[src/rtl/dmm_pkg.sv]
package dmm_pkg;

  localparam int DIM_W  = 4;
  localparam int IDX_W  = 3;
  localparam int ACT_W  = 2;
  localparam int VAL_W  = 32;
  localparam int PROD_W = 64;
  localparam int CFG_AW = 4;
  localparam int CFG_DW = 32;

  localparam logic [DIM_W-1:0] DIM_RESET = 4'd8;

  typedef enum logic [1:0] {
    REG_ROWS_A = 2'd0,
    REG_INNER  = 2'd1,
    REG_COLS_B = 2'd2
  } reg_idx_t;

  typedef enum logic [ACT_W-1:0] {
    ACT_LOAD_A  = 2'd0,
    ACT_LOAD_B  = 2'd1,
    ACT_COMPUTE = 2'd2
  } action_t;

  typedef enum logic [1:0] {
    CMD_LOAD_A,
    CMD_LOAD_B,
    CMD_COMPUTE
  } cmd_kind_t;

  typedef struct packed {
    cmd_kind_t        kind;
    logic [IDX_W-1:0] row;
    logic [IDX_W-1:0] col;
    logic [VAL_W-1:0] value;
  } cmd_t;

  typedef struct packed {
    logic [DIM_W-1:0] rows_a;
    logic [DIM_W-1:0] inner;
    logic [DIM_W-1:0] cols_b;
  } dims_t;

endpackage

[src/rtl/dmm_front.sv]
module dmm_front #(
  parameter int MAX_DIM = 8
) (
  input  logic                         clk,
  input  logic                         rst_n,
  input  logic                         push,
  output logic                         full,
  input  logic [dmm_pkg::ACT_W-1:0]    in_action,
  input  logic [dmm_pkg::IDX_W-1:0]    in_row,
  input  logic [dmm_pkg::IDX_W-1:0]    in_col,
  input  logic signed [dmm_pkg::VAL_W-1:0] in_value,
  output logic                         cmd_valid,
  output dmm_pkg::cmd_t                cmd,
  input  logic                         cmd_pop
);

  import dmm_pkg::*;

  localparam int CQ_DEPTH = 2;
  localparam int CQ_PW    = $clog2(CQ_DEPTH);
  localparam int CQ_CW    = $clog2(CQ_DEPTH + 1);

  cmd_t             cq_r [CQ_DEPTH];
  logic [CQ_PW-1:0] wr_ptr_r, wr_ptr_nxt;
  logic [CQ_PW-1:0] rd_ptr_r, rd_ptr_nxt;
  logic [CQ_CW-1:0] cnt_r, cnt_nxt;

  cmd_t cmd_in;
  logic keep;
  logic in_range;
  logic cq_wr;
  logic cq_rd;

  assign in_range = (int'(in_row) < MAX_DIM) && (int'(in_col) < MAX_DIM);

  // Classify: drop out-of-range loads and unused action codes here
  always_comb begin
    cmd_in.kind  = CMD_COMPUTE;
    cmd_in.row   = in_row;
    cmd_in.col   = in_col;
    cmd_in.value = in_value;
    keep         = 1'b0;
    case (action_t'(in_action))
      ACT_LOAD_A: begin
        cmd_in.kind = CMD_LOAD_A;
        keep        = in_range;
      end
      ACT_LOAD_B: begin
        cmd_in.kind = CMD_LOAD_B;
        keep        = in_range;
      end
      ACT_COMPUTE: begin
        cmd_in.kind = CMD_COMPUTE;
        keep        = 1'b1;
      end
      default: begin
        keep = 1'b0;
      end
    endcase
  end

  assign full      = (cnt_r == CQ_CW'(CQ_DEPTH));
  assign cmd_valid = (cnt_r != '0);
  assign cmd       = cq_r[rd_ptr_r];
  assign cq_wr     = push && !full && keep;
  assign cq_rd     = cmd_pop && cmd_valid;

  always_comb begin
    wr_ptr_nxt = cq_wr ? wr_ptr_r + CQ_PW'(1) : wr_ptr_r;
    rd_ptr_nxt = cq_rd ? rd_ptr_r + CQ_PW'(1) : rd_ptr_r;
    cnt_nxt    = cnt_r + CQ_CW'(cq_wr) - CQ_CW'(cq_rd);
  end

  always_ff @(posedge clk) begin
    if (!rst_n) begin
      wr_ptr_r <= '0;
      rd_ptr_r <= '0;
      cnt_r    <= '0;
    end else begin
      wr_ptr_r <= wr_ptr_nxt;
      rd_ptr_r <= rd_ptr_nxt;
      cnt_r    <= cnt_nxt;
    end
  end

  always_ff @(posedge clk) begin
    if (cq_wr) begin
      cq_r[wr_ptr_r] <= cmd_in;
    end
  end

endmodule

[config.mk]
export PLATFORM = sky130hd
export DESIGN_NAME = dmm_front
export DESIGN_NICKNAME = d
export VERILOG_FILES = /design/src/rtl/dmm_pkg.sv /design/src/rtl/dmm_front.sv
export SDC_FILE = /design/constraint.sdc
export NUM_CORES = 1
export LEC_CHECK = 0
export BUFFER_PORTS_ARGS = -buffer_cell sky130_fd_sc_hd__buf_2
export CAP_MARGIN = 20
export CELL_PAD_IN_SITES_DETAIL_PLACEMENT = 0
export CELL_PAD_IN_SITES_GLOBAL_PLACEMENT = 1
export CORE_MARGIN = 2
export CORE_UTILIZATION = 35
export CTS_CLUSTER_DIAMETER = 40
export DETAILED_ROUTE_END_ITERATION = 6
export GPL_ROUTABILITY_DRIVEN = 0
export HOLD_SLACK_MARGIN = 0.05
export PLACE_DENSITY_LB_ADDON = 0.1
export SLEW_MARGIN = 20
export SYNTH_ARGS = -nofsm -noshare
export SYNTH_HDL_FRONTEND = slang
export SYNTH_SLANG_ARGS = --single-unit
[constraint.sdc]
create_clock -name clk -period 3.7 [get_ports clk]
set_clock_uncertainty 0.05 [all_clocks]
set_input_delay 0.555 -clock clk [delete_from_list [all_inputs] [get_ports clk]]
set_output_delay 0.555 -clock clk [all_outputs]
set_load 0.01 [all_outputs]
* Word level (Yosys, flattened, before mapping)
Memory sizes are Yosys's and may differ from the RTL's. A register that Yosys moved wholly into a read port is not among the register bits.
Cells that the tools add are included.
** Storage, ports and cells
- Bits in registers :: 4
- RAM bits :: 80
- Word-level logic and storage cells :: 24
- Memories kept :: 1
** Operators by class
- $add $sub $neg :: 4
- Equal/unequal tests :: 3
- Multiplexer cells :: 6
- Reductions and logical operators :: 7
** Memories
- cq_r :: words 2, width 40, rd ports 1, clocked after memory_dff 1, wr ports 1, line dmm_front.sv:23 : cmd_t cq_r [CQ_DEPTH];
** Operators by type and width (count)
- two-way mux 1 bit :: 5
- equality test 2 bit, second input constant :: 2
- case mux 2 bit (2 select lines) :: 1
- logical AND 1 bit :: 3
- OR reduction 3 bit :: 1
- adder 1 bit, second input constant :: 2
- adder 2 x 1 -> 2 bit :: 1
- equality test 2 x 1 -> 1 bit, second input constant :: 1
- logical NOT 2 bit :: 1
- nonzero test 2 bit :: 1
- subtractor 2 x 1 -> 2 bit :: 1
- logical NOT 1 bit :: 1

* Logic depth before layout (Yosys ltp)
- Depth after elaboration :: 6
- Depth in mapped cells :: 8

* Least setup slack after synthesis
Ideal clock, no wire load.
- Path type :: in2reg
- From :: in in_action[0] (netlist name)
- To :: mem cq_r[0][0] (netlist name) (enable)
- Setup time :: 0.437 ns
- Arrival :: 2.440 ns
- Data required time :: 3.213 ns
- Setup slack :: 0.773 ns
- Stages on the path :: 3
- Buffers on the path :: 0
- Cells stage by stage :: nand2_1 nand3b_4 nor2_1
** Between the ends
- Word-level cells in the longest chain between the ends :: 6
** Ends and longest elaborated chain
- from (decl) :: line dmm_front.sv:8 : input logic [dmm_pkg::ACT_W-1:0] in_action,
- equality test 2 bit (tied with other cells) :: line dmm_front.sv:43 : case (action_t'(in_action))
- OR reduction 3 bit (no line) *
- two-way mux 1 bit * :: line dmm_front.sv:43
- logical AND 1 bit * :: line dmm_front.sv:65 : assign cq_wr = push && !full && keep;
- two-way mux 1 bit * :: line dmm_front.sv:87 : if (cq_wr) begin
- two-way mux 1 bit (implied by the code) * :: line dmm_front.sv:88 : cq_r[wr_ptr_r] <= cmd_in;
- to (decl) :: line dmm_front.sv:23
Mark *: on every way between the ends. The rest lies on a longest branch, timed or not.

==> flow_results.org <==
** Floorplan
- Measured along the x axis, the die boundary spans slightly below 100 um.
- I/O pins :: 86
- Core Area :: about 0.009 sq mm
- For this configuration, the core starts out at a cell density of 0.3615.
- Number of rows created at floorplan :: 34
- The die covers 0.009829 sq mm.
- From bottom edge to top edge, the die measures 99.14 um.

** Power
- Of the total power, combinational logic draws 0.224.
- Of the total power, the share spent switching nets is 0.2632.
- Clock share of power :: 0.272
- Sequential power share :: 0.504
- Switching component of the power :: 0.6645 mW
- Worst supply voltage drop on vdd :: 0.2548 mV
- LEAKAGE :: between 1 and 1.5 nW
- Total power for the finished layout comes to 2.524 mW.
- Power spread over the standard cell area amounts to around 640 mW/mm^2.
- The internal portion of the total power is around 1.9 mW.

** Place
- The HPWL after detailed placement is 3.634 mm.
- Total instance count after detailed placement :: 343
- In this run the cell area measured after placement is between 0.003 and 0.004 sq mm.
- During placement, the flow inserted port buffers numbering 85.

** Clocking
- Count of instances resized after the clock tree is built :: 0
- In this run, CTS created clock tree buffers numbering 9.
- Clock tree sinks :: 85
- In this run the clock root is driven by a clkbuf_8.
- Number of buffers added for setup after CTS :: 0
- In this run the number of H-tree levels came out at 3.
- TritonCTS built the clock tree.
- Clock latency on the worst-skew pair :: approximately 0.34 ns
- Clock slew seen by the registers of the worst setup and hold paths :: 0.08 ns
- Hold buffers post-CTS :: 0
- Maximum clock insertion buffer count :: 2

** Cells and area
- Fill cells in the final layout number 777.
- In the final layout, the share of cells above drive strength 1 is 0.5920.
- In the layout the commonest cells are buf_2, edfxtp_1, mux2_2.
- The library cell used most frequently in the layout, excluding fill and tap cells, is buf_2.
- Final antenna diode count :: 0
- Compared with the post-synthesis result, the final layout area differs by 24.09%.
- Final Instance Area :: a little under 0.004 sq mm
- After the last flow step, the layout net total stands at 292.
- Number of standard cells in the final layout excluding fillers :: 358

** Yosys
- In the synthesized netlist the dominant register cell turns out to be edfxtp_1.
- Mapped cell area :: about 0.0032 sq mm
- Part of the Yosys area used for sequential elements :: 0.7899
- Of the post-synthesis cell area, the dominant cell type holds 0.7583.
- In the post-synthesis netlist, the biggest area contributors are edfxtp_1, mux2_2, dfxtp_1.
- Count of distinct cell types in the synthesized netlist :: 17
- Number of enable flip-flop cells after synthesis :: 80
- Total number of yosys warnings :: 0
- Synthesis produced a netlist with a net count of ~200.
- Synthesized netlist cell count :: ~150
- Dominant cell type by area after synthesis :: edfxtp_1
- A synthesized cell averages ~21 sq um.
- Yosys reg bits :: 85
- Of all flip-flops after synthesis, the portion carrying an async set or reset was 0.

** Global routing
- Met2 track demand over resource in global routing :: 0.1809
- Aggregate global-route resource usage :: 0.1120
- The number of global-route vias before repair is 1637.
- Remaining Overflow, GRT :: 0
- In the global route stage, met1 resource usage came out at 0.1419.
- First-pass GRT wire length :: 8.086 mm
- After global routing, the most crowded layer is met2.
- The initial antenna violation count is 0.
- For met3 alone, demand over resource in global routing was 0.03233.
- Pin count of the biggest net entering global routing :: 41

** Critical path
- Arrival time at the worst endpoint :: about 1.9 ns
- Reg-to-reg slack, setup :: about 1.6 ns
- The worst register-to-register path begins at cnt_r[1].
- Critical setup path kind :: reg -> out
- On the worst path, the slowest cell contributes a delay of approximately 0.98 ns.
- Traced cell by cell, the critical path runs through mux2_2, buf_2.
- Worst Path Max Fanout :: 40
- Launching element type of the critical path :: flop
- For the worst setup path, the data required time is between 3 and 4 ns.
- Category of the worst setup path capture point :: output port
- The slowest stage of the critical path is the dfxtp_2 cell.

** STA
- TNS Setup :: 0 ns
- Top achievable clock speed :: between 300 and 400 MHz
- At the pin with the least slew margin, the transition time is 0.9722 ns.
- Setup violators final :: 0
- Tcrit/Tclk final :: 0.6800
- Count of endpoints failing hold in the final timing report :: 0
- Counting I/O delays and the setup requirement, the final critical path takes roughly 2.5 ns.
- The worst pin sits at a relative slew slack of 0.3519.
- Post-route worst hold slack :: ~0.35 ns
- Final Max Tran Viols :: 0
- Setup repair after global routing left no endpoint under its margin.

** Detailed routing
- In the final routed layout, each cell accounts on average for 15.23 um.
- The routed layout has around 1600 vias.
- For this run, design rule violations remaining after detail routing come to 0.
- Number of detailed-route iterations in the first pass :: 3
- Ratio of routed vias to standard cells :: ~4.5
- For this block, the initial DRC count from the detailed router was between 50 and 60.
- Number of nets with antenna violations after detailed routing :: 0
- Wires add up to approximately 5.5 mm.

** Status
- The flow ran to the end, and the final reports show no timing, DRC or antenna violations.

** Hold path
- Class of the tightest hold or removal check :: in -> reg
- Hold Path Origin :: in_row[1]

** Flow run
- Across the run, the number of max-cap violations was 0.
cells in the mapped netlist, drive strengths merged, types with 2 or more instances:
| library cell | number |
|---|---|
| and2 | 2 |
| buf | 4 |
| dfxtp | 5 |
| edfxtp | 80 |
| ha | 2 |
| inv | 2 |
| mux2 | 40 |
| nand2 | 3 |
| nor2 | 2 |
| nor2b | 4 |
| xnor2 | 3 |
area by class of cell:
cell class	count	area [sq um]	area share
clock buffer	9	123.9	0.03151
clock inverter	6	88.84	0.02260
inverter	2	7.507	0.001910
multi-input combinational	60	624.3	0.1588
sequential	85	2504	0.6369
tap	108	135.1	0.03437
timing repair buffer	88	447.9	0.1139
state kept, by name, summed over array words and instances (netlist names), named ones only:
signal	flops
wr_ptr_r	1
cq_r	80
rd_ptr_r	1
cnt_r	2
per-stage QoR:
step           setup slack, ns    util
2_1_floorplan           0.7729       -
3_3_place_gp             1.359  0.4243
3_5_place_dp             1.347  0.4243
4_1_cts                  1.094  0.4486
5_1_grt                  1.033  0.4486
6_report                 1.184  0.4486
per-layer routing:
| metal | up-vias | part of all wire |
|---|---|---|
| met1 | 769 | 0.45 |
| met2 | 52 | 0.47 |
| met3 | 8 | 0.059 |
| li1 | 767 | - |
| met5 | - | 0 |
| met4 | 0 | 0.015 |
power by group through the flow:
stage | Clock [mW] | Sequential, mW | Combinational, mW
final | 0.687 | 1.27 | 0.565
after global routing | 0.757 | 1.29 | 0.613
after CTS | 0.707 | 1.28 | 0.579
after detailed placement | 0 | 1.30 | 0.576
after global placement | 0 | 1.30 | 0.579
after floorplan | 0 | 1.24 | 0.422
worst max-delay path, delay by kind of cell (launching register included):
family | cells | cell delay (ns)
flops | 1 | 0.98
mux | 1 | 0.44
buf+inv | 1 | 0.14
path summary, 6_finish.rpt:
kind                 endpoint  cells after the start
setup / recovery      cmd[35]                      2
hold / removal    cq_r[0][36]                      1
setup reg to reg   cq_r[1][4]                      4
hold reg to reg      wr_ptr_r                      2
logic make-up after synthesis:
| logic type | count (synthesis) | synth area share |
|---|---|---|
| flops | 85 | 0.7899 |
| fa+ha+maj | 2 | 0.007898 |
| compound gates | 1 | 0.002371 |
| mux | 41 | 0.1453 |
| xor+xnor | 3 | 0.008295 |
| buf+inv | 7 | 0.01777 |
| simple gates | 13 | 0.02844 |
(Power assumes the default switching activity.)
